<file path="src/rtl/core/mtf_pkg.sv">
`timescale 1ns / 1ps

package mtf_pkg;

    localparam int ALPHABET_SIZE = 256;
    localparam int DATA_W        = 8;
    localparam int IDX_W         = $clog2(ALPHABET_SIZE);

    localparam logic MODE_ENC = 1'b0;
    localparam logic MODE_DEC = 1'b1;

    typedef struct packed {
        logic init_wr;
        logic load;
        logic scan;
        logic front;
        logic out_load;
    } t_dp_cmd;

    typedef struct packed {
        logic init_last;
        logic enc_miss;
        logic hit;
        logic out_free;
    } t_dp_sts;

endpackage

</file>
<file path="src/rtl/core/mtf_ram.sv">
`timescale 1ns / 1ps

module mtf_ram #(
    parameter int WIDTH = 8,
    parameter int DEPTH = 256
) (
    input  logic                     i_clk,
    input  logic                     i_we,
    input  logic [$clog2(DEPTH)-1:0] i_waddr,
    input  logic [WIDTH-1:0]         i_wdata,
    input  logic [$clog2(DEPTH)-1:0] i_raddr,
    output logic [WIDTH-1:0]         o_rdata
);

    logic [WIDTH-1:0] r_mem [DEPTH];
    logic [WIDTH-1:0] r_rdata;

    always_ff @(posedge i_clk) begin
        if (i_we) begin
            r_mem[i_waddr] <= i_wdata;
        end
        r_rdata <= r_mem[i_raddr];
    end

    assign o_rdata = r_rdata;

endmodule

</file>
<file path="src/rtl/core/mtf_datapath.sv">
`timescale 1ns / 1ps

module mtf_datapath (
    input  logic                       i_clk,
    input  logic                       i_rst_n,
    input  mtf_pkg::t_dp_cmd           i_cmd,
    output mtf_pkg::t_dp_sts           o_sts,
    input  logic [mtf_pkg::DATA_W-1:0] i_data_in,
    input  logic                       i_cfg_we,
    input  logic                       i_cfg_wdata,
    input  logic                       i_stall,
    output logic                       o_valid,
    output logic [mtf_pkg::DATA_W-1:0] o_data_out
);
    import mtf_pkg::*;

    logic              r_mode;
    logic [IDX_W-1:0]  r_rd_idx;
    logic [IDX_W-1:0]  r_cmp_idx;
    logic              r_cmp_vld;
    logic [DATA_W-1:0] r_key;
    logic [DATA_W-1:0] r_prev;
    logic [DATA_W-1:0] r_sym;
    logic [DATA_W-1:0] r_res;
    logic [DATA_W-1:0] r_out;
    logic              r_out_vld;

    logic              ram_we;
    logic [IDX_W-1:0]  ram_waddr;
    logic [DATA_W-1:0] ram_wdata;
    logic [DATA_W-1:0] ram_rdata;
    logic              key_over;
    logic              hit;

    mtf_ram #(
        .WIDTH (DATA_W),
        .DEPTH (ALPHABET_SIZE)
    ) u_order (
        .i_clk   (i_clk),
        .i_we    (ram_we),
        .i_waddr (ram_waddr),
        .i_wdata (ram_wdata),
        .i_raddr (r_rd_idx),
        .o_rdata (ram_rdata)
    );

    assign key_over = ({1'b0, i_data_in} >= (DATA_W + 1)'(ALPHABET_SIZE));

    assign hit = r_cmp_vld &&
                 ((r_mode == MODE_ENC) ? (ram_rdata == r_key)
                                       : (DATA_W'(r_cmp_idx) == r_key));

    // shift each scanned entry down by one until the match, then the symbol goes to 0
    always_comb begin
        ram_we    = 1'b0;
        ram_waddr = r_cmp_idx;
        ram_wdata = r_prev;
        if (i_cmd.init_wr) begin
            ram_we    = 1'b1;
            ram_waddr = r_rd_idx;
            ram_wdata = DATA_W'(r_rd_idx);
        end else if (i_cmd.front) begin
            ram_we    = 1'b1;
            ram_waddr = '0;
            ram_wdata = r_sym;
        end else if (i_cmd.scan && r_cmp_vld && (r_cmp_idx != '0)) begin
            ram_we    = 1'b1;
        end
    end

    always_ff @(posedge i_clk) begin
        if (!i_rst_n) begin
            r_mode    <= MODE_ENC;
            r_rd_idx  <= '0;
            r_cmp_vld <= 1'b0;
            r_out_vld <= 1'b0;
        end else begin
            if (i_cfg_we) begin
                r_mode <= i_cfg_wdata;
            end
            if (i_cmd.init_wr) begin
                r_rd_idx <= r_rd_idx + IDX_W'(1);
            end else if (i_cmd.load) begin
                r_rd_idx  <= '0;
                r_cmp_vld <= 1'b0;
            end else if (i_cmd.scan) begin
                r_rd_idx  <= r_rd_idx + IDX_W'(1);
                r_cmp_vld <= 1'b1;
            end
            if (i_cmd.out_load) begin
                r_out_vld <= 1'b1;
            end else if (!i_stall) begin
                r_out_vld <= 1'b0;
            end
        end
    end

    always_ff @(posedge i_clk) begin
        if (i_cmd.load) begin
            if (r_mode == MODE_DEC && key_over) begin
                r_key <= DATA_W'(ALPHABET_SIZE - 1);
            end else begin
                r_key <= i_data_in;
            end
            r_res <= DATA_W'(ALPHABET_SIZE);
        end
        if (i_cmd.scan) begin
            r_cmp_idx <= r_rd_idx;
            if (r_cmp_vld) begin
                r_prev <= ram_rdata;
            end
            if (hit) begin
                r_sym <= ram_rdata;
                r_res <= (r_mode == MODE_ENC) ? DATA_W'(r_cmp_idx) : ram_rdata;
            end
        end
        if (i_cmd.out_load) begin
            r_out <= r_res;
        end
    end

    assign o_sts.init_last = (r_rd_idx == IDX_W'(ALPHABET_SIZE - 1));
    assign o_sts.enc_miss  = (r_mode == MODE_ENC) && key_over;
    assign o_sts.hit       = hit;
    assign o_sts.out_free  = !r_out_vld || !i_stall;

    assign o_valid    = r_out_vld;
    assign o_data_out = r_out;

endmodule

</file>
<file path="src/rtl/core/mtf_ctrl.sv">
`timescale 1ns / 1ps

module mtf_ctrl (
    input  logic             i_clk,
    input  logic             i_rst_n,
    input  logic             i_valid,
    output logic             o_stall,
    input  mtf_pkg::t_dp_sts i_sts,
    output mtf_pkg::t_dp_cmd o_cmd
);
    import mtf_pkg::*;

    typedef enum logic [2:0] {
        S_INIT,
        S_IDLE,
        S_SCAN,
        S_FRONT,
        S_HOLD
    } t_state;

    t_state r_state;
    t_state n_state;

    always_comb begin
        n_state = r_state;
        o_cmd   = '0;
        case (r_state)
            S_INIT: begin
                o_cmd.init_wr = 1'b1;
                if (i_sts.init_last) begin
                    n_state = S_IDLE;
                end
            end
            S_IDLE: begin
                if (i_valid) begin
                    o_cmd.load = 1'b1;
                    n_state    = i_sts.enc_miss ? S_HOLD : S_SCAN;
                end
            end
            S_SCAN: begin
                o_cmd.scan = 1'b1;
                if (i_sts.hit) begin
                    n_state = S_FRONT;
                end
            end
            S_FRONT: begin
                o_cmd.front = 1'b1;
                n_state     = S_HOLD;
            end
            S_HOLD: begin
                if (i_sts.out_free) begin
                    o_cmd.out_load = 1'b1;
                    n_state        = S_IDLE;
                end
            end
            default: begin
                n_state = S_INIT;
            end
        endcase
    end

    always_ff @(posedge i_clk) begin
        if (!i_rst_n) begin
            r_state <= S_INIT;
        end else begin
            r_state <= n_state;
        end
    end

    assign o_stall = (r_state != S_IDLE);

endmodule

</file>
<file path="src/rtl/core/move_to_front_codec_unit.sv">
// Move-to-front codec over 256 byte symbols. Mode 0 encodes a symbol to its
// position in the current order, mode 1 decodes a position to its symbol;
// either way the symbol then moves to the front. The order lives in one
// 256x8 RAM with one read and one write port, walked from the front one entry
// per cycle while entries are shifted back in the same pass. Each item is
// scanned to its match and moved to the front, then its result is loaded
// onto o_valid, later only while i_stall holds an earlier result, and only
// then is the next transfer taken. After reset the RAM is filled with the
// identity order, all 256 entries, while o_stall stays high. The user must
// write the mode register only while idle; the block does not check this.
`timescale 1ns / 1ps

module move_to_front_codec_unit (
    input  logic                       i_clk,
    input  logic                       i_rst_n,
    input  logic                       i_cfg_we,
    input  logic                       i_cfg_wdata,
    input  logic                       i_valid,
    output logic                       o_stall,
    input  logic [mtf_pkg::DATA_W-1:0] i_data_in,
    output logic                       o_valid,
    input  logic                       i_stall,
    output logic [mtf_pkg::DATA_W-1:0] o_data_out
);
    import mtf_pkg::*;

    t_dp_cmd dp_cmd;
    t_dp_sts dp_sts;

    mtf_ctrl u_ctrl (
        .i_clk   (i_clk),
        .i_rst_n (i_rst_n),
        .i_valid (i_valid),
        .o_stall (o_stall),
        .i_sts   (dp_sts),
        .o_cmd   (dp_cmd)
    );

    mtf_datapath u_dp (
        .i_clk       (i_clk),
        .i_rst_n     (i_rst_n),
        .i_cmd       (dp_cmd),
        .o_sts       (dp_sts),
        .i_data_in   (i_data_in),
        .i_cfg_we    (i_cfg_we),
        .i_cfg_wdata (i_cfg_wdata),
        .i_stall     (i_stall),
        .o_valid     (o_valid),
        .o_data_out  (o_data_out)
    );

endmodule
</file>
<file path="config.mk">
export PLATFORM = sky130hd
export DESIGN_NAME = move_to_front_codec_unit
export DESIGN_NICKNAME = d
export VERILOG_FILES = /design/src/rtl/core/mtf_pkg.sv /design/src/rtl/core/mtf_ram.sv /design/src/rtl/core/mtf_datapath.sv /design/src/rtl/core/mtf_ctrl.sv /design/src/rtl/core/move_to_front_codec_unit.sv
export SDC_FILE = /design/constraint.sdc
export NUM_CORES = 2
export LEC_CHECK = 0
export ABC_AREA = 0
export BUFFER_PORTS_ARGS = -buffer_cell sky130_fd_sc_hd__buf_4
export CORE_AREA = 5 5 441 552
export CTS_CLUSTER_SIZE = 28
export DETAILED_ROUTE_END_ITERATION = 10
export DIE_AREA = 0 0 446 557
export PLACE_DENSITY = 0.61
export SLEW_MARGIN = 0
export SYNTH_ARGS = -nofsm -noshare
export SYNTH_HDL_FRONTEND = slang
export SYNTH_SLANG_ARGS = --single-unit
</file>
<file path="constraint.sdc">
create_clock -name i_clk -period 17.95 [get_ports i_clk]
set_input_delay 3.59 -clock i_clk [delete_from_list [all_inputs] [get_ports i_clk]]
set_output_delay 3.59 -clock i_clk [all_outputs]
set_load 0.05 [all_outputs]
</file>
**Word-level counts from Yosys, hierarchy flattened**

Memory sizes are Yosys's and may differ from the RTL's. A register that Yosys moved wholly into a read port is not among the register bits.
Index checks and enable logic that the tools add are counted.

- Flip-flop bits (word level): 62
- Bits in writable memories: 2048
- Input port bits: 14
- Output and inout bits: 10
- Logic and storage cells: 74
- Memories: 1

- Add/subtract/negate cells: 1
- Equal/unequal tests: 13
- Muxes and demuxes: 33
- Bitwise gates (word level): 1
- Reductions and logical operators: 14

Memory list:

| memory | depth | bits a word | read ports | clocked after memory_dff | wr ports | RTL line | RTL |
|---|---|---|---|---|---|---|---|
| u_dp.u_order.r_mem | 256 | 8 | 1 | 1 | 1 | mtf_ram.sv:15 | `logic [WIDTH-1:0] r_mem [DEPTH];` |

Operator list:

| kind | number |
|---|---|
| $mux W8 | 11 |
| $mux W1 | 17 |
| $eq A8 B8 Y1 | 2 |
| $pmux W3 S5 | 1 |
| $mux W3 | 4 |
| $add A8 B1 Y8 const B | 1 |
| $eq A8 B8 Y1 const B | 1 |
| $reduce_bool A8 Y1 | 1 |
| $eq A3 B2 Y1 const B | 2 |
| $ne A2 B2 Y1 const B | 3 |
| $reduce_and A2 Y1 | 3 |
| $ne A2 B1 Y1 const B | 2 |
| $reduce_and A4 Y1 | 1 |
| $eq A3 B1 Y1 const B | 1 |
| $eq A3 B3 Y1 const B | 1 |
| $logic_and A1 B1 Y1 | 3 |
| $logic_not A3 Y1 | 1 |
| $ne A3 B1 Y1 const B | 1 |
| $reduce_bool A3 Y1 | 1 |
| $logic_not A1 Y1 | 2 |
| $reduce_bool A2 Y1 | 1 |
| $logic_or A1 B1 Y1 | 1 |
| $not A1 Y1 | 1 |

**Logic depth before layout (Yosys ltp)**

- Word-level depth: 9
- Depth in mapped cells: 12
- Mapped depth without buffers: 6

**Cells and area by module**

Synthesis repeated with hierarchy kept, for this count alone.

- Cell total of the unflattened synthesis: 3968
- Area, all modules: 82339.0 um^2

Modules (own cells, without submodules):

| module | instances | cells an instance | area an instance (um^2) | seq. area each (um^2) |
|---|---|---|---|---|
| mtf_ram | 1 | 3733 | 79556.3 | 61659.1 |
| mtf_datapath | 1 | 210 | 2580.0 | 1581.5 |
| mtf_ctrl | 1 | 25 | 202.7 | 60.1 |

**Worst setup path before layout**

No wires, ideal clock.

- Path kind: flip-flop to flip-flop
- Start point: reg u_dp.r_rd_idx[3]
- End point: mem u_dp.u_order.r_mem[0][3], data pin
- Setup time: 2188 ps
- Arrival time: 11492 ps
- Required time: 15762 ps
- Setup slack: 4270 ps
- Cell stages (with the launch flop): 8
- Buffers on the path: 5
- Clock period less this slack: 13680 ps
- Cells stage by stage: dfxtp_1 buf_2 buf_2 buf_2 buf_1 buf_1 a22oi_1 o21ai_0

- Word-level cells in the longest chain between the ends: 1

Ends and longest elaborated chain:

| what | RTL line | RTL |
|---|---|---|
| start, declared | mtf_datapath.sv:18 | `logic [IDX_W-1:0] r_rd_idx;` |
| start signal, assigned | mtf_datapath.sv:82 | `r_rd_idx <= r_rd_idx + IDX_W'(1);` |
| start signal, assigned | mtf_datapath.sv:87 | `r_rd_idx <= r_rd_idx + IDX_W'(1);` |
| $mux W8 | mtf_datapath.sv:58 | `if (i_cmd.init_wr) begin` |
| via u_dp.ram_wdata[3] | mtf_datapath.sv:30 | `logic [DATA_W-1:0] ram_wdata;` |
| end, declared | mtf_ram.sv:15 |  |

The timed path passes the listed nets, and every way through them passes these cells.

**Final worst setup path**

- Start point: reg u_ctrl.r_state[1]
- End point: out o_stall

- Word-level cells in the longest chain between the ends: 1

Ends and longest elaborated chain:

| what | RTL line | RTL |
|---|---|---|
| start, declared | mtf_ctrl.sv:21 | `t_state r_state;` |
| start signal, assigned | mtf_ctrl.sv:66 | `r_state <= n_state;` |
| $ne A3 B1 Y1 | mtf_ctrl.sv:70 | `assign o_stall = (r_state != S_IDLE);` |
| end, declared | move_to_front_codec_unit.sv:19 | `output logic o_stall,` |

Every way passes these cells.

==> results.yml <==
status:
  outcome: "finished with violations"
  violations: "capacitance limit"
timing:
  max_freq_mhz: 168.9
  drv_slew: 0
  rsz0062_at_grt: "no"
  slew_headroom: 0.02189
  setup_tns_ns: 0
  tightest_slew_ns: 1.458
  clock_skew_ns: 0.03969
  setup_viol: 0
  timing.final.crit_share: 0.3298
  period_needed_ns: 5.920
  setup_slack_ns: 12.03
  final-hold-violation-count: 0
yosys:
  async_flop_share: 0
  synth_edf_count: 2088
  syn_area_per_cell_sq_um: 20.52
  synth_nets: 4048
  synth_seq_area_share: 0.7648
  syn_area_sq_mm: 0.08276
  synth_flop_cell: "edfxtp_1"
  synth.distinct_cells: 75
  synthCells: 4033
  synth-seq-cells: 2118
  yosysWarnings: 0
cells_and_area:
  drive_gt1_frac: 0.2105
  fill_cells: 20920
  syn_to_final_growth_pct: 11.71
  regArea_sq_mm: 0.06332
  layout.nets: 4123
  multi_input_area_sq_mm: 0.01813
grt:
  antenna_found_initial: 7
  grt_pass1_vias: 42230
  grt_max_degree: 257
  grt_pass1_wl_um: 326400
  grt_overflow: 0
  grt_use_total: 0.1823
place:
  dp_slack_ns: 12.47
  hpwl_um: 140200
  place_congestion: 0.8492
  port_buffers: 23
route:
  wl_um: 231100
  ant_nets: 0
  drtIter0Drc: 5409
  routedWlPerCell_um: 31.27
  drc: 0
  dr.pass1.iters: 5
  via_per_inst: 5.682
  vias: 41980
clock_network:
  clkLatencyLatePin_ns: 0.84
  cts_setup_buffers: 0
  path_clk_slew_ns: 0.07
  ctsHoldBuffers: 0
  cts_resized: 0
  cts_made_buffers: 194
  cts_tree: "built"
  cts.sinks: 2118
  h-tree-depth: 4
  clock_path_buffers: 4
  cts-root-buf: "clkbuf_16"
floorplanning:
  core_area_sq_mm: 0.2370
  die_h_um: 557
  ioPinCount: 24
  die_w_um: 446
  std_cell_rows: 200
  start_util: 0.3492
  die_area_sq_mm: 0.2484
power_and_ir_drop:
  vdd_drop_max_mv: 0.07618
  leakage_nw: 28.22
  power-per-cell-area_mw_per_mm2: 109.0
worst_hold_path:
  hold_path_class: "flip-flop to flip-flop"
  hold_start: "u_dp.r_res[7]"
critical_path:
  worst_setup_path_end_kind: "output port"
  path_cells: "nor2_1 -> nand2_1 -> buf_4"
  cpPeakStageDelay_ns: 0.82
  worst-path-buf-inv: 1
  start_kind: "flip-flop"
  crit_fanout: 23
  cp.arrival_ns: 2.33
  crit_family: "flip-flops"
  setup.worst_path.class: "flip-flop to output port"
  startpoint: "u_ctrl.r_state[1]"
  timing.rr.start: "u_dp.r_rd_idx[1]"
  cp_slowest_cell: "dfxtp_1"
  critPathRequiredTime_ns: 14.36
flow_run:
  drv_cap: 1
## worst paths after layout
kind / to / slack, ns / cells after the start
max: o_stall / 12.03 / 3
max reg2reg: u_dp.u_order.o_rdata[6] / 12.29 / 10
min reg2reg: u_dp.o_data_out[7] / 0.44 / 0
min: u_dp.o_data_out[7] / 0.44 / 0
## layer usage
layer / up-vias / part of all wire / wire length [um] / GRT usage
met5: - / 0.00051 / 118 / 0.003484
met4: 2 / 0.049 / 11220 / 0.07727
met1: 22480 / 0.38 / 86670 / 0.2363
li1: 16890 / - / - / -
met3: 441 / 0.081 / 18660 / 0.02787
met2: 2175 / 0.50 / 114400 / 0.3066
## registers in the layout, summed over array words and instances (netlist names), 3 cells and up
name,flops
u_dp.u_order.o_rdata,8
u_dp.o_data_out,8
u_dp.r_prev,8
u_dp.r_rd_idx,8
u_dp.r_key,8
u_dp.r_res,8
u_dp.r_sym,8
u_dp.u_order.r_mem,2048
u_dp.r_cmp_idx,8
u_ctrl.r_state,3
## cells by family (layout without fill, tap and decap cells)
kind of cell | Yosys count | count (layout) | share of synthesized area
flip-flops | 2118 | 2118 | 0.7648
other | 0 | 2 | 0
AND/OR/NAND/NOR | 555 | 555 | 0.02940
buffers and inverters | 257 | 480 | 0.01855
adder cells (fa/ha/maj) | 1 | 1 | 0.0001512
AO/OA/AOI/OAI | 417 | 417 | 0.03575
XOR/XNOR | 15 | 15 | 0.001587
multiplexers | 670 | 670 | 0.1497
## Yosys cell counts (5+ instances only)
| cell type | instances | area share |
|---|---|---|
| nor2_1 | 296 | 0.013 |
| nand2_1 | 116 | 0.0053 |
| a221oi_1 | 44 | 0.0047 |
| buf_6 | 39 | 0.0053 |
| a31oi_1 | 15 | 0.0011 |
| o21a_1 | 5 | 0.00045 |
| nor4_1 | 5 | 0.00038 |
| mux4_2 | 453 | 0.12 |
| nand3b_1 | 8 | 0.00073 |
| buf_8 | 6 | 0.0011 |
| buf_2 | 58 | 0.0035 |
| nand3_1 | 52 | 0.0031 |
| clkbuf_1 | 105 | 0.0048 |
| buf_4 | 19 | 0.0017 |
| a221o_1 | 6 | 0.00073 |
| a22oi_1 | 66 | 0.0060 |
| o2111ai_1 | 5 | 0.00053 |
| o32ai_1 | 5 | 0.00053 |
| o31ai_1 | 7 | 0.00063 |
| edfxtp_1 | 2088 | 0.76 |
| inv_1 | 10 | 0.00045 |
| o22ai_1 | 19 | 0.0014 |
| o221ai_1 | 20 | 0.0021 |
| nor3_1 | 11 | 0.00067 |
| a21oi_1 | 93 | 0.0056 |
| o21ai_0 | 38 | 0.0023 |
| or3b_2 | 7 | 0.00074 |
| buf_1 | 14 | 0.00063 |
| a211oi_1 | 22 | 0.0020 |
| a32oi_1 | 7 | 0.00074 |
| mux2_2 | 13 | 0.0018 |
| mux2i_1 | 204 | 0.025 |
| a22o_1 | 16 | 0.0017 |
| nand2b_1 | 8 | 0.00060 |
| o211ai_1 | 8 | 0.00073 |
| dfxtp_1 | 30 | 0.0073 |
| nor2b_1 | 12 | 0.00091 |
| xnor2_1 | 14 | 0.0015 |
| and2_1 | 10 | 0.00076 |
## cell type report
cell class | count | area share
antenna | 2 | 0.00005413
tap | 3131 | 0.04237
multi-input combinational | 1658 | 0.1961
sequential | 2118 | 0.6848
clock inverter | 93 | 0.009432
timing repair buffer | 125 | 0.01083
inverter | 11 | 0.0004466
clock buffer | 251 | 0.05594
## worst reg2reg max path, stage by stage, from the launching register on
cell and delay, ns:
dfxtp_4 0.79, buf_4 0.62, buf_4 0.67, buf_4 0.61, and2_2 0.32, buf_4 0.47
a21oi_1 0.20, a31oi_1 0.18, o21ai_0 0.21, a211oi_1 1.21, o32ai_1 0.22
## report_power, final
part	internal, mW	total, mW	switching (mW)
clock	2.25	4.03	1.78
sequential	5.42	5.45	0.0288
combinational	0.227	0.603	0.376
total	7.89	10.1	2.19
## through the flow
stage	instance area [sq um]	util	total power, mW	hold slack [ns]	instances
floorplan	82760	-	5.963	0.4029	4033
detailed placement	86410	0.3646	6.155	0.4208	7043
finish	92460	0.3902	10.08	0.4369	7389
global placement	86400	0.3646	6.150	0.4203	7043
global route	92460	0.3901	10.34	0.4631	7388
CTS	92450	0.3901	10.13	0.4373	7387
## layout by cell type, fill, tap and decap left out, types with 9 or more instances in the layout
cell,Yosys,final
mux2i_1,204,204
nand2_1,116,116
a221oi_1,44,44
buf_4,19,120
a22o_1,16,16
bufinv_16,0,15
a22oi_1,66,66
and2_1,10,9
o221ai_1,20,20
edfxtp_1,2088,2088
nor3_1,11,9
a211oi_1,22,22
clkinv_2,0,26
o21ai_0,38,30
clkbuf_1,105,50
nor2_1,296,294
mux2_2,13,13
clkinv_1,1,40
clkbuf_16,0,197
xnor2_1,14,14
mux4_2,453,453
a31oi_1,15,15
a21oi_1,93,93
dfxtp_1,30,24
inv_1,10,9
nand3_1,52,49
o22ai_1,19,19
Power figures use the tool's default switching activity.
